File: src/rtl/core/bcpg_pkg.sv
package bcpg_pkg;

    localparam int COORD_W       = 16;
    localparam int IDX_W         = 6;
    localparam int STEPS_DEFAULT = 32;
    localparam int PROD_W        = COORD_W + IDX_W + 2;

    typedef struct packed {
        logic signed [COORD_W-1:0] start_x;
        logic signed [COORD_W-1:0] start_y;
        logic signed [COORD_W-1:0] first_ctrl_x;
        logic signed [COORD_W-1:0] first_ctrl_y;
        logic signed [COORD_W-1:0] second_ctrl_x;
        logic signed [COORD_W-1:0] second_ctrl_y;
        logic signed [COORD_W-1:0] end_x;
        logic signed [COORD_W-1:0] end_y;
    } in_t;

    typedef struct packed {
        logic signed [COORD_W-1:0] point_x;
        logic signed [COORD_W-1:0] point_y;
        logic [IDX_W-1:0]          step_index;
        logic                      last;
    } out_t;

    // one parameter point handed from the sequencer to the evaluator
    typedef struct packed {
        logic             valid;
        logic [IDX_W-1:0] idx;
        logic             last;
    } issue_t;

    // a + floor(((b - a) * i) / 2^sh); result lies between a and b when i <= 2^sh
    function automatic logic signed [COORD_W-1:0] lerp(
        input logic signed [COORD_W-1:0] a,
        input logic signed [COORD_W-1:0] b,
        input logic [IDX_W-1:0]          i,
        input int                        sh
    );
        logic signed [COORD_W:0]   d;
        logic signed [IDX_W:0]     m;
        logic signed [PROD_W-1:0]  p;
        d = $signed({b[COORD_W-1], b}) - $signed({a[COORD_W-1], a});
        m = $signed({1'b0, i});
        p = PROD_W'(d) * PROD_W'(m);
        p = p >>> sh;
        return a + p[COORD_W-1:0];
    endfunction

endpackage

File: src/rtl/core/bcpg_eval.sv
module bcpg_eval
    import bcpg_pkg::*;
#(
    parameter int STEPS = STEPS_DEFAULT
)
(
    input  logic   clk,
    input  logic   rst_n,
    input  in_t    pts,
    input  issue_t issue,
    output logic   adv,
    output logic   out_valid,
    input  logic   out_ready,
    output out_t   out_data
);

    localparam int SH = $clog2(STEPS + 1) - 1;

    logic                      v1_reg, v2_reg, v3_reg;
    logic [IDX_W-1:0]          idx1_reg, idx2_reg;
    logic                      last1_reg, last2_reg;
    logic signed [COORD_W-1:0] qx_reg [3];
    logic signed [COORD_W-1:0] qy_reg [3];
    logic signed [COORD_W-1:0] rx_reg [2];
    logic signed [COORD_W-1:0] ry_reg [2];
    out_t                      out_reg;

    logic signed [COORD_W-1:0] qx_next [3];
    logic signed [COORD_W-1:0] qy_next [3];
    logic signed [COORD_W-1:0] rx_next [2];
    logic signed [COORD_W-1:0] ry_next [2];
    out_t                      out_next;

    // whole pipe moves together; frozen while the result waits
    assign adv = !v3_reg || out_ready;

    always_comb
    begin
        qx_next[0] = lerp(pts.start_x,       pts.first_ctrl_x,  issue.idx, SH);
        qx_next[1] = lerp(pts.first_ctrl_x,  pts.second_ctrl_x, issue.idx, SH);
        qx_next[2] = lerp(pts.second_ctrl_x, pts.end_x,         issue.idx, SH);
        qy_next[0] = lerp(pts.start_y,       pts.first_ctrl_y,  issue.idx, SH);
        qy_next[1] = lerp(pts.first_ctrl_y,  pts.second_ctrl_y, issue.idx, SH);
        qy_next[2] = lerp(pts.second_ctrl_y, pts.end_y,         issue.idx, SH);
        rx_next[0] = lerp(qx_reg[0], qx_reg[1], idx1_reg, SH);
        rx_next[1] = lerp(qx_reg[1], qx_reg[2], idx1_reg, SH);
        ry_next[0] = lerp(qy_reg[0], qy_reg[1], idx1_reg, SH);
        ry_next[1] = lerp(qy_reg[1], qy_reg[2], idx1_reg, SH);
        out_next.point_x    = lerp(rx_reg[0], rx_reg[1], idx2_reg, SH);
        out_next.point_y    = lerp(ry_reg[0], ry_reg[1], idx2_reg, SH);
        out_next.step_index = idx2_reg;
        out_next.last       = last2_reg;
    end

    always_ff @(posedge clk or negedge rst_n)
    begin
        if (!rst_n)
        begin
            v1_reg <= 1'b0;
            v2_reg <= 1'b0;
            v3_reg <= 1'b0;
        end
        else if (adv)
        begin
            v1_reg <= issue.valid;
            v2_reg <= v1_reg;
            v3_reg <= v2_reg;
        end
    end

    always_ff @(posedge clk)
    begin
        if (adv)
        begin
            qx_reg    <= qx_next;
            qy_reg    <= qy_next;
            idx1_reg  <= issue.idx;
            last1_reg <= issue.last;
            rx_reg    <= rx_next;
            ry_reg    <= ry_next;
            idx2_reg  <= idx1_reg;
            last2_reg <= last1_reg;
            out_reg   <= out_next;
        end
    end

    assign out_valid = v3_reg;
    assign out_data  = out_reg;

endmodule

File: src/rtl/core/cubic_bezier_point_generator.sv
// Channel  Dir  Handshake               Payload
// in       in   in_valid / in_ready     in_data  (in_t: four control points)
// out      out  out_valid / out_ready   out_data (out_t: point, index, last)
//
// Each request yields STEPS points, one per cycle unless out stalls; the
// point sequencer feeds the evaluator one index a cycle and takes the next
// request as it issues the last index. A point passes one registered stage
// per interpolation level. Reset clears the sequencer and all valid bits.
// A stall on out freezes the whole pipe and a busy sequencer in place.
module cubic_bezier_point_generator
    import bcpg_pkg::*;
#(
    parameter int STEPS = STEPS_DEFAULT
)
(
    input  logic clk,
    input  logic rst_n,
    input  logic in_valid,
    output logic in_ready,
    input  in_t  in_data,
    output logic out_valid,
    input  logic out_ready,
    output out_t out_data
);

    localparam logic [IDX_W-1:0] LAST_IDX = IDX_W'(STEPS - 1);

    logic             busy_reg, busy_next;
    logic [IDX_W-1:0] cnt_reg, cnt_next;
    in_t              pts_reg;
    logic             adv;
    logic             at_last;
    logic             in_take;
    issue_t           issue;

    assign at_last  = cnt_reg == LAST_IDX;
    assign in_ready = !busy_reg || (adv && at_last);
    assign in_take  = in_valid && in_ready;

    always_comb
    begin
        issue.valid = busy_reg;
        issue.idx   = cnt_reg;
        issue.last  = at_last;
    end

    always_comb
    begin
        busy_next = busy_reg;
        cnt_next  = cnt_reg;
        if (in_take)
        begin
            busy_next = 1'b1;
            cnt_next  = '0;
        end
        else if (busy_reg && adv)
        begin
            busy_next = !at_last;
            cnt_next  = cnt_reg + 1'b1;
        end
    end

    always_ff @(posedge clk or negedge rst_n)
    begin
        if (!rst_n)
        begin
            busy_reg <= 1'b0;
            cnt_reg  <= '0;
        end
        else
        begin
            busy_reg <= busy_next;
            cnt_reg  <= cnt_next;
        end
    end

    always_ff @(posedge clk)
    begin
        if (in_take)
        begin
            pts_reg <= in_data;
        end
    end

    bcpg_eval #(
        .STEPS (STEPS)
    ) u_eval (
        .clk       (clk),
        .rst_n     (rst_n),
        .pts       (pts_reg),
        .issue     (issue),
        .adv       (adv),
        .out_valid (out_valid),
        .out_ready (out_ready),
        .out_data  (out_data)
    );

endmodule

File: config.mk
export PLATFORM = sky130hd
export DESIGN_NAME = cubic_bezier_point_generator
export DESIGN_NICKNAME = d
export VERILOG_FILES = /design/src/rtl/core/bcpg_pkg.sv /design/src/rtl/core/bcpg_eval.sv /design/src/rtl/core/cubic_bezier_point_generator.sv
export SDC_FILE = /design/constraint.sdc
export NUM_CORES = 2
export LEC_CHECK = 0
export ABC_AREA = 1
export BUFFER_PORTS_ARGS = -buffer_cell sky130_fd_sc_hd__buf_2
export CAP_MARGIN = 20
export CORE_ASPECT_RATIO = 1.4
export CORE_MARGIN = 5
export CORE_UTILIZATION = 50
export CTS_BUF_LIST = sky130_fd_sc_hd__clkbuf_16
export CTS_CLUSTER_DIAMETER = 30
export DETAILED_ROUTE_END_ITERATION = 10
export PLACE_DENSITY = 0.66
export SETUP_SLACK_MARGIN = 0.1
export SLEW_MARGIN = 20
export SYNTH_ARGS = -nofsm -noshare
export SYNTH_HDL_FRONTEND = slang
export SYNTH_SLANG_ARGS = --single-unit
File: constraint.sdc
create_clock -name clk -period 13.5 [get_ports clk]
set_input_delay 0.675 -clock clk [delete_from_list [all_inputs] [get_ports clk]]
set_output_delay 0.675 -clock clk [all_outputs]
set_load 0.005 [all_outputs]
Yosys cells after proc, flatten, opt, wreduce, memory -nomap -nowiden
Index checks and enable logic that the tools add are counted.
{"block": "word_totals", "register_bits": 351, "in_bits": 132, "output_inout_bits": 41, "wordCells": 82}
{"block": "op_classes", "n_addsub": 25, "n_mul": 12, "eq_ne": 1, "mux": 4, "reduce_logical": 9}
{"op": "multiplier 17 x 7 -> 21 bit", "n": 12}
{"op": "subtractor 16 x 16 -> 17 bit", "n": 12}
{"op": "adder 16 bit", "n": 12}
{"op": "2-to-1 mux 6 bit", "n": 2}
{"op": "adder 6 x 1 -> 6 bit, second input constant", "n": 1}
{"op": "== test 6 x 5 -> 1 bit, second input constant", "n": 1}
{"op": "logical AND 1 bit", "n": 3}
{"op": "zero test 1 bit", "n": 3}
{"op": "logical OR 1 bit", "n": 2}
{"op": "2-to-1 mux 1 bit", "n": 2}
{"op": "nonzero test 2 bit", "n": 1}

Logic depth before layout (Yosys ltp)
{"block": "depth", "ltp_word": 6, "mapped_depth": 43, "depth_no_buf": 43}

Hierarchy
From an unflattened synthesis, not the netlist that was laid out.
{"block": "unflattened", "cells_unflattened": 8372, "hier_area_um2": 66187.2}
{"mod": "bcpg_eval", "n_inst": 1, "cells_each": 8186, "area_each_um2": 61936.9, "seq_area_each_um2": 6471.2}
{"mod": "cubic_bezier_point_generator", "n_inst": 1, "cells_each": 186, "area_each_um2": 4250.3, "seq_area_each_um2": 4018.9}

Worst setup path before layout
No wires, ideal clock.
{"block": "synth_timing", "path_kind": "flip-flop to flip-flop", "startpoint": "register u_eval.ry_reg[16] (netlist name)", "endpoint": "register u_eval.out_reg, in the netlist u_eval.out_data[21], data pin", "setup_time_ns": 0.260, "arrival_ns": 6.559, "t_required_ns": 13.240, "setup_slack_ns": 6.681, "path_stages_with_launch": 38, "n_path_buf": 0, "cell_sequence": "edfxtp_1 > ha_1 > fa_1 > inv_1 > nand2_1 > nand2_1 > nand2_1 > o21bai_1 > xor2_1 > inv_1 > nor2_1 > fa_1 > fa_1 > fa_1 > inv_1 > fa_1 > inv_1 > ha_1 > (+2 left out) > a211oi_1 > nand2_1 > a21o_1 > a21oi_1 > inv_1 > a21oi_1 > xnor2_1 > ha_1 > nand2_1 > inv_1 > nand4_1 > o211ai_1 > a21boi_0 > o21ai_0 > a21oi_1 > nor2_1 > nor2_1 > xor2_1"}
{"element": "start: declaration", "line": "bcpg_eval.sv:25", "text": "logic signed [COORD_W-1:0] ry_reg [2];"}
{"element": "start signal: assignment", "line": "bcpg_eval.sv:80", "text": "ry_reg <= ry_next;"}
{"element": "end signal: assignment", "line": "bcpg_eval.sv:83", "text": "out_reg <= out_next;"}
{"element": "end: declaration", "line": "bcpg_eval.sv:26", "text": "out_t out_reg;"}

==> impl_metrics.json <==
{
  "muxShareOfSynthArea_pct": 0,
  "cpMaxStageDelayCell": "xnor2_1",
  "fin_tns_setup_ns": 0,
  "drt-total-wl_um": 181100,
  "synth_cell_types": 62,
  "largest_reg_flops": 128,
  "syn_area_um2": 65750,
  "synth_area_leaders": "fa_1, ha_1, edfxtp_1",
  "outcome": "finished, final reports clean",
  "drt_first_pass_iters": 6,
  "overflow": 0,
  "area_delta_synth_final_pct": 8.392,
  "nets": 10226,
  "core.rowCount": 157,
  "slew_headroom_pct": 30.04,
  "antenna_found_initial": 0,
  "async_reset_ff_share_pct": 2.849,
  "drc": 0,
  "worst_slew_pin_slew_ns": 1.049,
  "num_antenna_cells": 0,
  "crit_path_frequent_cell": "nand2_1",
  "insertion_delay_ns": 0.70,
  "ff2ff_path_depth": 39,
  "cts.path.max_buffers": 3,
  "cts_tree": "yes",
  "critPathKind": "reg -> reg",
  "synthCells": 8310,
  "grtUsageTotal_pct": 26.29,
  "synth_ff_type": "edfxtp_1",
  "slew_viol_final": 0,
  "htreeDepth": 3,
  "fin_crit_sh_pct": 59.58,
  "synth_top_area_cell": "fa_1",
  "yosys.area_share.adder_pct": 39.61,
  "io_buffers": 172,
  "io_pins": 173,
  "min_path_cells": 1,
  "drive_above_1_share_pct": 5.386,
  "routedWlPerCell_um": 17.60,
  "ys_warn_count": 0,
  "clock_sinks": 351,
  "synth_top_family_by_area": "adder cells",
  "fmax_ghz": 0.1243,
  "critPathCaptureType": "flop",
  "syn_area_per_cell_um2": 7.913,
  "synth_fp_nets": 10063,
  "design.die.area_um2": 139000,
  "finalSetupViolCount": 0,
  "min_period_ns": 8.043,
  "grt_max_degree": 95,
  "initial_core_util_pct": 50.26,
  "synth-xor-area-share_pct": 7.027,
  "start_kind": "flop",
  "clk_root_buffer_cell": "clkbuf_16",
  "place_ws_ns": 5.504,
  "final_cells": 10289,
  "grt_pass1_vias": 58415,
  "max_stage_delay_ns": 0.53,
  "vias": 54578,
  "drtIter0Drc": 2584,
  "synth-compound-area-share_pct": 8.137,
  "r2r_slack_ns": 5.46,
  "core_area_um2": 130800,
  "numCtsBuffers": 81,
  "hp-class": "in -> reg",
  "clk_pin_slew_ns": 0.05,
  "synth-edff-count": 341,
  "rsz0062_at_grt": "no",
  "routabilityCongestion": 0.9534,
  "netlist.area_leader.share_pct": 23.38,
  "crit_fanout": 6,
  "grt_pass1_wl_um": 290700,
  "fin_skew_ns": 0.03348,
  "required_ns": 13.95,
  "synth-seq-area-share_pct": 15.95,
  "final_antenna_net_count": 0,
  "yosys.area_share.simple_pct": 18.20,
  "dp_hpwl_um": 151500,
  "fp.dieW_um": 316.5,
  "maxCapViolCount": 0,
  "ys_ff_latch": 351,
  "via_per_inst": 5.304,
  "die_h_um": 439.1,
  "post-place-cells": 10138,
  "worstPathArrival_ns": 8.49,
  "hold_viol": 0,
  "final.setup.worst_slack_ns": 5.457
}
==> synth_stat cells (all sizes together), types with 6 or more instances <==
cell     number
a21boi       15
fa          768
buf          23
a221oi        9
a31oi        40
nand3b       12
o2111ai       8
nand2      1360
nor4          6
o21a         12
xor2        350
inv        1806
dfrtp        10
nand4        36
o21ai       184
edfxtp      341
ha          853
a21oi       545
a211oi       10
o21bai       39
o31ai        17
nor3         46
nor2       1074
nor3b         7
xnor2       169
a21o         44
nand3       323
clkbuf      103
or2          65
o211ai        7
==> worst max-delay path: cells and delay by family (launching register included) <==
| family | cells | cell delay, ns |
|---|---|---|
| DFF | 1 | 0.42 |
| and+or+nand+nor | 18 | 2.10 |
| xor gates and xnor gates | 2 | 0.71 |
| adders and majority gates | 8 | 3.13 |
| buffers and inverters | 5 | 0.30 |
| AOI/OAI and AO/OA | 6 | 1.14 |
==> repair_timing <==
item | in CTS | in global routing
hold buffers | 1 | 0
endpoints found under the hold margin | 10 | 0
buffers inserted | 0 | 0
resized for setup | 0 | 0
==> metrics by stage <==
step	cell area (um2)	util, %	hold slack, ns
floorplan	65750	-	0.3794
global placement	68580	52.42	0.4099
detailed placement	68580	52.42	0.4080
CTS	71270	54.48	0.08959
global route	71270	54.48	0.1242
finish	71270	54.48	0.1499
==> layout by cell type, fill, tap and decap left out, drive strengths merged, types with 6 or more instances in the layout <==
master,n
o21a,12
clkbuf,82
or2,65
xor2,350
o31ai,17
clkinv,39
a31oi,40
a21o,44
a21boi,15
nor3,46
dfrtp,10
nand4,36
o2111ai,8
fa,768
o21ai,184
nand2,1360
nand3b,12
inv,1830
nor4,6
nor2,1074
nor3b,7
xnor2,169
buf,205
a221oi,9
edfxtp,341
o21bai,39
ha,853
o211ai,7
nand3,323
a21oi,545
a211oi,10
==> path summary, 6_finish.rpt <==
kind / endpoint / from
max: u_eval.qx_reg[31] / pts_reg[48]
min: pts_reg[125] / in_data[125]
max reg2reg: u_eval.qx_reg[31] / pts_reg[48]
min reg2reg: u_eval.last2_reg / u_eval.last1_reg
max in group asynchronous: cnt_reg[0] / rst_n
min in group asynchronous: u_eval.out_valid / rst_n
==> kinds of logic after synthesis <==
logic type | Yosys count
AO/OA/AOI/OAI | 944
XOR/XNOR | 522
adder cells (fa/ha/maj) | 1621
buffers and inverters | 1935
flip-flops | 351
AND/OR/NAND/NOR | 2937
==> final cells by class <==
cell class | instances | area [um2]
well taps | 1749 | 2188
multi-input cells | 6024 | 47980
clock inverters | 68 | 631.9
flip-flops and latches | 351 | 10490
inverters | 1809 | 6807
fillers | 12443 | 59560
clock buffers | 82 | 2052
repair buffers | 206 | 1119
==> metal layers <==
| metal | vias up | wire length, um | track usage, % |
|---|---|---|---|
| li1 | 26313 | - | - |
| met1 | 26346 | 66840 | 27.72 |
| met2 | 1360 | 94860 | 49.97 |
| met3 | 559 | 7303 | 2.949 |
| met4 | 0 | 12120 | 15.28 |
| met5 | - | 0 | 0 |
Power is left out: the tool's default activity adds up to more than one toggle a clock period on the data nets, which glitch-free logic cannot reach.
